===== src/hdl/ose_pkg.sv =====
// Shared types and constants for the operand stack engine.
package ose_pkg;

    // Stack sizing
    localparam int STACK_DEPTH = 64;
    localparam int COUNT_W     = $clog2(STACK_DEPTH + 1);
    localparam int ADDR_W      = $clog2(STACK_DEPTH);
    localparam int DATA_W      = 32;

    // Operation codes carried in the action field
    typedef enum logic [2:0] {
        ACT_PUSH = 3'd0,
        ACT_POP  = 3'd1,
        ACT_SWAP = 3'd2,
        ACT_ADD  = 3'd3,
        ACT_READ = 3'd4,
        ACT_NOP  = 3'd5
    } action_t;

    // Result status codes
    typedef enum logic [1:0] {
        ST_OK    = 2'd0,
        ST_SHORT = 2'd1,
        ST_FULL  = 2'd2
    } status_t;

    // Controller states
    typedef enum logic [1:0] {
        S_IDLE,
        S_FILL,
        S_REPORT
    } state_t;

    // Input item
    typedef struct packed {
        logic [2:0]               action;
        logic signed [DATA_W-1:0] push_value;
    } op_item_t;

    // Result item
    typedef struct packed {
        logic [1:0]               status;
        logic signed [DATA_W-1:0] top_value;
        logic [6:0]               entry_count;
    } res_item_t;

    // Controller to datapath commands
    typedef struct packed {
        logic exec;
        logic fill;
    } dp_cmd_t;

    // Datapath to controller status
    typedef struct packed {
        logic need_fill;
    } dp_stat_t;

endpackage


===== src/hdl/operand_stack_engine_top.sv =====
// The result strobe comes in the cycle after the item is accepted, except for pop or add with
// three or more entries, which first pass through the fill state to refill the second entry from RAM.
// Throughput: one item per cycle while not busy, the next item is taken while done is high; busy holds
// off the next item during a refill, set by the registered read port of the stack RAM.
// Reset: asynchronous, clears the entry count to an empty stack; RAM needs no clearing.
// Results cannot be stalled by the receiver.
module operand_stack_engine_top (
    input  logic               clk,
    input  logic               rst_n,
    input  logic               start,
    input  ose_pkg::op_item_t  item,
    output logic               busy,
    output logic               done,
    output ose_pkg::res_item_t result
);

    ose_pkg::dp_cmd_t  cmd;
    ose_pkg::dp_stat_t stat;

    ose_ctrl u_ctrl (
        .clk   (clk),
        .rst_n (rst_n),
        .start (start),
        .stat  (stat),
        .cmd   (cmd),
        .busy  (busy),
        .done  (done)
    );

    ose_dpath u_dpath (
        .clk    (clk),
        .rst_n  (rst_n),
        .cmd    (cmd),
        .item   (item),
        .stat   (stat),
        .result (result)
    );

endmodule


===== src/hdl/ose_ram.sv =====
// Generic single write port RAM with registered read data.
module ose_ram #(
    parameter int WIDTH = 32,
    parameter int DEPTH = 64
) (
    input  logic                     clk,
    input  logic                     wr_en,
    input  logic [$clog2(DEPTH)-1:0] wr_addr,
    input  logic [WIDTH-1:0]         wr_data,
    input  logic                     rd_en,
    input  logic [$clog2(DEPTH)-1:0] rd_addr,
    output logic [WIDTH-1:0]         rd_data
);

    logic [WIDTH-1:0] mem [DEPTH];

    // Write, and register the read port
    always_ff @(posedge clk)
    begin
        if (wr_en)
        begin
            mem[wr_addr] <= wr_data;
        end
        if (rd_en)
        begin
            rd_data <= mem[rd_addr];
        end
    end

endmodule


===== src/hdl/ose_ctrl.sv =====
// Controller state machine for the operand stack engine.
module ose_ctrl (
    input  logic              clk,
    input  logic              rst_n,
    input  logic              start,
    input  ose_pkg::dp_stat_t stat,
    output ose_pkg::dp_cmd_t  cmd,
    output logic              busy,
    output logic              done
);

    ose_pkg::state_t state_reg;
    ose_pkg::state_t state_next;
    logic            accept;

    assign accept = start && !busy;

    // Hold the state
    always_ff @(posedge clk or negedge rst_n)
    begin
        if (!rst_n)
        begin
            state_reg <= ose_pkg::S_IDLE;
        end
        else
        begin
            state_reg <= state_next;
        end
    end

    // Advance the state
    always_comb
    begin
        state_next = state_reg;
        unique case (state_reg)
            ose_pkg::S_IDLE, ose_pkg::S_REPORT:
            begin
                if (accept)
                begin
                    state_next = stat.need_fill ? ose_pkg::S_FILL : ose_pkg::S_REPORT;
                end
                else
                begin
                    state_next = ose_pkg::S_IDLE;
                end
            end
            ose_pkg::S_FILL:
            begin
                state_next = ose_pkg::S_REPORT;
            end
            default:
            begin
                state_next = ose_pkg::S_IDLE;
            end
        endcase
    end

    // Drive the handshake and datapath commands
    always_comb
    begin
        busy     = 1'b0;
        done     = 1'b0;
        cmd.fill = 1'b0;
        unique case (state_reg)
            ose_pkg::S_IDLE:
            begin
                busy = 1'b0;
            end
            ose_pkg::S_FILL:
            begin
                busy     = 1'b1;
                cmd.fill = 1'b1;
            end
            ose_pkg::S_REPORT:
            begin
                done = 1'b1;
            end
            default:
            begin
                busy = 1'b0;
            end
        endcase
        cmd.exec = start && !busy;
    end

endmodule


===== src/hdl/ose_dpath.sv =====
// Datapath: top two entries in registers, deeper entries in RAM.
module ose_dpath (
    input  logic               clk,
    input  logic               rst_n,
    input  ose_pkg::dp_cmd_t   cmd,
    input  ose_pkg::op_item_t  item,
    output ose_pkg::dp_stat_t  stat,
    output ose_pkg::res_item_t result
);

    logic [ose_pkg::COUNT_W-1:0]   count_reg;
    logic [ose_pkg::COUNT_W-1:0]   count_next;
    logic [ose_pkg::DATA_W-1:0]    top_reg;
    logic [ose_pkg::DATA_W-1:0]    top_next;
    logic [ose_pkg::DATA_W-1:0]    second_reg;
    logic [ose_pkg::DATA_W-1:0]    second_next;
    logic [1:0]                    status_reg;
    logic [1:0]                    status_next;

    logic                          empty;
    logic                          has_two;
    logic                          has_three;
    logic                          full;
    logic                          spill;
    logic                          fetch;
    logic [ose_pkg::COUNT_W-1:0]   spill_idx;
    logic [ose_pkg::COUNT_W-1:0]   fetch_idx;
    logic [ose_pkg::DATA_W-1:0]    rd_data;
    logic [ose_pkg::COUNT_W+6:0]   count_ext;

    // Count conditions
    assign empty     = (count_reg == '0);
    assign has_two   = (count_reg >= ose_pkg::COUNT_W'(2));
    assign has_three = (count_reg >= ose_pkg::COUNT_W'(3));
    assign full      = (count_reg == ose_pkg::COUNT_W'(ose_pkg::STACK_DEPTH));
    assign spill_idx = count_reg - ose_pkg::COUNT_W'(2);
    assign fetch_idx = count_reg - ose_pkg::COUNT_W'(3);

    // Decode spill on push and refill on pop or add
    always_comb
    begin
        spill = 1'b0;
        fetch = 1'b0;
        if (item.action == ose_pkg::ACT_PUSH)
        begin
            spill = !full && has_two;
        end
        if ((item.action == ose_pkg::ACT_POP) || (item.action == ose_pkg::ACT_ADD))
        begin
            fetch = has_three;
        end
    end

    assign stat.need_fill = fetch;

    ose_ram #(
        .WIDTH (ose_pkg::DATA_W),
        .DEPTH (ose_pkg::STACK_DEPTH)
    ) u_ram (
        .clk     (clk),
        .wr_en   (cmd.exec && spill),
        .wr_addr (spill_idx[ose_pkg::ADDR_W-1:0]),
        .wr_data (second_reg),
        .rd_en   (cmd.exec && fetch),
        .rd_addr (fetch_idx[ose_pkg::ADDR_W-1:0]),
        .rd_data (rd_data)
    );

    // Work out the effect of one operation
    always_comb
    begin
        count_next  = count_reg;
        top_next    = top_reg;
        second_next = second_reg;
        status_next = status_reg;
        if (cmd.exec)
        begin
            status_next = ose_pkg::ST_OK;
            unique case (item.action)
                ose_pkg::ACT_PUSH:
                begin
                    if (full)
                    begin
                        status_next = ose_pkg::ST_FULL;
                    end
                    else
                    begin
                        second_next = top_reg;
                        top_next    = item.push_value;
                        count_next  = count_reg + ose_pkg::COUNT_W'(1);
                    end
                end
                ose_pkg::ACT_POP:
                begin
                    if (empty)
                    begin
                        status_next = ose_pkg::ST_SHORT;
                    end
                    else
                    begin
                        top_next   = second_reg;
                        count_next = count_reg - ose_pkg::COUNT_W'(1);
                    end
                end
                ose_pkg::ACT_SWAP:
                begin
                    if (!has_two)
                    begin
                        status_next = ose_pkg::ST_SHORT;
                    end
                    else
                    begin
                        top_next    = second_reg;
                        second_next = top_reg;
                    end
                end
                ose_pkg::ACT_ADD:
                begin
                    if (!has_two)
                    begin
                        status_next = ose_pkg::ST_SHORT;
                    end
                    else
                    begin
                        top_next   = top_reg + second_reg;
                        count_next = count_reg - ose_pkg::COUNT_W'(1);
                    end
                end
                ose_pkg::ACT_READ:
                begin
                    if (empty)
                    begin
                        status_next = ose_pkg::ST_SHORT;
                    end
                end
                default:
                begin
                    status_next = ose_pkg::ST_OK;
                end
            endcase
        end
        // Load the new second entry from RAM
        if (cmd.fill)
        begin
            second_next = rd_data;
        end
    end

    // Hold control state
    always_ff @(posedge clk or negedge rst_n)
    begin
        if (!rst_n)
        begin
            count_reg  <= '0;
            status_reg <= ose_pkg::ST_OK;
        end
        else
        begin
            count_reg  <= count_next;
            status_reg <= status_next;
        end
    end

    // Hold the top two entries
    always_ff @(posedge clk)
    begin
        top_reg    <= top_next;
        second_reg <= second_next;
    end

    // Form the result item
    assign count_ext          = {7'b0, count_reg};
    assign result.status      = status_reg;
    assign result.top_value   = empty ? '0 : top_reg;
    assign result.entry_count = count_ext[6:0];

endmodule


===== config.mk =====
export PLATFORM = sky130hd
export DESIGN_NAME = operand_stack_engine_top
export DESIGN_NICKNAME = d
export VERILOG_FILES = /design/src/hdl/ose_pkg.sv /design/src/hdl/operand_stack_engine_top.sv /design/src/hdl/ose_ram.sv /design/src/hdl/ose_ctrl.sv /design/src/hdl/ose_dpath.sv
export SDC_FILE = /design/constraint.sdc
export NUM_CORES = 2
export LEC_CHECK = 0
export BUFFER_PORTS_ARGS = -buffer_cell sky130_fd_sc_hd__buf_4
export CAP_MARGIN = 25
export CORE_MARGIN = 2
export CORE_UTILIZATION = 50
export DETAILED_ROUTE_END_ITERATION = 6
export PLACE_DENSITY = 0.66
export SETUP_SLACK_MARGIN = 0.4
export SYNTH_ARGS = -nofsm -noshare
export SYNTH_HDL_FRONTEND = slang
export SYNTH_HIERARCHICAL = 1
export SYNTH_SLANG_ARGS = --single-unit

===== constraint.sdc =====
create_clock -name clk -period 5.4 [get_ports clk]
set_input_delay 0.54 -clock clk [delete_from_list [all_inputs] [get_ports clk]]
set_output_delay 0.54 -clock clk [all_outputs]
set_load 0.02 [all_outputs]

==> results.json <==
{
  "crit_family": "multiplexers",
  "avgSynthCellArea_um2": 21.5,
  "post_drt_wl_per_cell_um": 33.1,
  "multi_input_area_um2": 19700,
  "h-tree-depth": 4,
  "skew_ns": 0.0212,
  "cts_tree": "built",
  "hold_path.class": "in -> reg",
  "critPathKind": "reg -> reg",
  "cts_sinks": 2155,
  "fin_crit_ns": 4.87,
  "rows": 151,
  "drc": 0,
  "grt_pass1_vias": 41400,
  "p_leak_nw": 30.4,
  "final_cells": 6621,
  "grt_max_degree": 89,
  "path_clk_slew_ns": 0.06,
  "synth_edf_count": 2144,
  "hold_violations": 0,
  "regArea_um2": 64700,
  "drtPass1Iterations": 6,
  "antenna_found_initial": 8,
  "syn_area_um2": 84900,
  "vias": 43100,
  "critPathBufInv": 2,
  "status": "finished, final reports clean",
  "slowest_delay_ns": 0.82,
  "place_inst": 6220,
  "fin_util": 0.569,
  "postRouteAntennaNets": 0,
  "root_buffer": "clkbuf_16",
  "fin_nets": 4310,
  "largest_reg_flops": 2048,
  "synth_cell_types": 84,
  "synthArstFlopShare": 0.00510,
  "top_register": "u_dpath/u_ram/mem",
  "synthCells": 3944,
  "die_height_um": 416,
  "worst_slack_ns": 0.531,
  "arrival_ns": 5.37,
  "gr-total-overflow": 0,
  "ys_seq_area_frac": 0.762,
  "synthTopCellsByArea": "edfxtp_1 (76%), mux4_2 (14%), mux2i_1 (1.3%), nor2_1 (0.77%), a21oi_1 (0.63%)",
  "cp_slowest_cell": "dfrtp_1",
  "worst_pin_slew_ns": 1.10,
  "yosys_warnings": 6,
  "yosysTopAreaCell": "edfxtp_1",
  "path_max_fanout": 42,
  "final-setup-viol-count": 0,
  "period_share": 0.902,
  "yosys-top-cells-count": "edfxtp_1 (2144), mux4_2 (544), nor2_1 (175)",
  "totalWireLength_um": 219000,
  "nFillCells": 12200,
  "cts_buffer_depth": 3,
  "cp_common_cell": "mux4_2",
  "path_cells": "inv_8 -> ha_4 -> buf_4 -> mux4_2 -> mux4_2 -> o22ai_1 -> nor2_1",
  "yosysMostFrequentCell": "edfxtp_1",
  "critPathCaptureType": "flip-flop",
  "cts_buffers": 203,
  "drtIter0Drc": 5910,
  "drive_gt1_frac": 0.279,
  "grt_usage": 0.253,
  "fmax_mhz": 205,
  "power-per-cell-area_nw_per_um2": 570,
  "setup_tns_ns": 0,
  "cts_resized": 0,
  "syn_nets": 4025,
  "slew_violations": 0,
  "synth_top_cell_area_share": 0.759,
  "grt_pass1_wl_um": 310000,
  "drv_cap": 0,
  "gp_congestion": 0.882,
  "via_per_inst": 6.50,
  "dieArea_um2": 173000,
  "dpl.hpwl_um": 126000,
  "start_util": 0.502,
  "relSlewSlack": 0.263,
  "coreArea_um2": 169000,
  "worstPathRequired_ns": 5.90,
  "ios": 81,
  "insertion_delay_ns": 0.84,
  "preCtsSetupSlack_ns": 0.463,
  "rsz0062_at_grt": "no",
  "start_kind": "flip-flop",
  "syn2layout_area_growth_pct": 13.3,
  "synth_ff_type": "edfxtp_1",
  "die_w_um": 416,
  "ys_ff_latch": 2155,
  "io_buffers": 80,
  "max-vdd-ir-drop_v": 0.000847
}
worst min-delay path: stages:
cell and delay [ns]:
buf_4 0.09, a22oi_1 0.07, o21ai_0 0.08
layer usage:
metal	vias to the layer above	global-route usage	share of wire
li1	17200	-	-
met1	23100	0.378	0.41
met2	2414	0.376	0.46
met3	348	0.0521	0.10
met4	0	0.0821	0.035
met5	-	0	0
cell type report:
type,instances,area share
Inverter,18,0.000780
Multi-Input combinational cell,1559,0.205
Tap cell,2218,0.0288
Clock inverter,120,0.0101
Clock buffer,252,0.0565
Antenna cell,7,0.000182
Timing Repair Buffer,292,0.0268
Sequential cell,2155,0.672
power breakdown:
| group | total [mW] | internal (mW) | switching, mW | leakage [nW] |
|---|---|---|---|---|
| registers | 19.3 | 19.0 | 0.293 | 19.4 |
| logic | 21.7 | 8.43 | 13.2 | 7.83 |
| clock network | 13.8 | 7.82 | 6.02 | 3.13 |
| total | 54.8 | 35.3 | 19.5 | 30.4 |
metrics by stage:
stage	hold slack, ns	power [mW]	instance area [um2]
global placement	0.392	40.9	89500
finish	0.0661	54.8	96200
floorplan	0.244	32.6	84900
CTS	0.00224	54.7	96200
global route	0.0232	56.4	96200
detailed placement	0.395	40.9	89600
logic make-up (layout without fill, tap and decap cells):
group,after synthesis,after routing,share of synthesized area
adders and majority gates,43,43,0.00652
and+or+nand+nor,391,391,0.0222
buffers and inverters,230,682,0.0129
muxes,692,692,0.162
xor gates and xnor gates,39,39,0.00402
AOI/OAI and AO/OA,394,394,0.0302
DFF,2155,2155,0.762
other,0,7,0
repair_timing:
item / in CTS / in global routing
buffers inserted: 0 / 1
endpoints found under the setup margin: 0 / 2
hold buffers: 21 / 0
endpoints found under the hold margin: 32 / 0
final timing paths:
check	cells past startpoint	start	end	slack (ns)
worst max-delay path	7	u_dpath/count_reg[0]	u_dpath/u_ram/rd_data[7]	0.53
worst min-delay path	3	item[17]	u_dpath/top_reg[17]	0.07
worst max register to register	7	u_dpath/count_reg[0]	u_dpath/u_ram/rd_data[7]	0.53
worst min register to register	1	u_dpath/u_ram/rd_data[7]	u_dpath/second_reg[7]	0.55
max in group asynchronous	2	rst_n	u_dpath/count_reg[4]	5.14
min in group asynchronous	2	rst_n	u_dpath/count_reg[2]	0.08
layout by cell type (no fill, tap or decap), drive strengths merged, types with 48 or more instances in the layout:
cell / n
edfxtp: 2144
mux4: 544
buf: 271
clkbuf: 252
nor2: 175
a21oi: 109
mux2i: 107
clkinv: 93
o22ai: 85
nand2: 60
o21ai: 48
No activity file was read; power rests on OpenSTA's default activity.
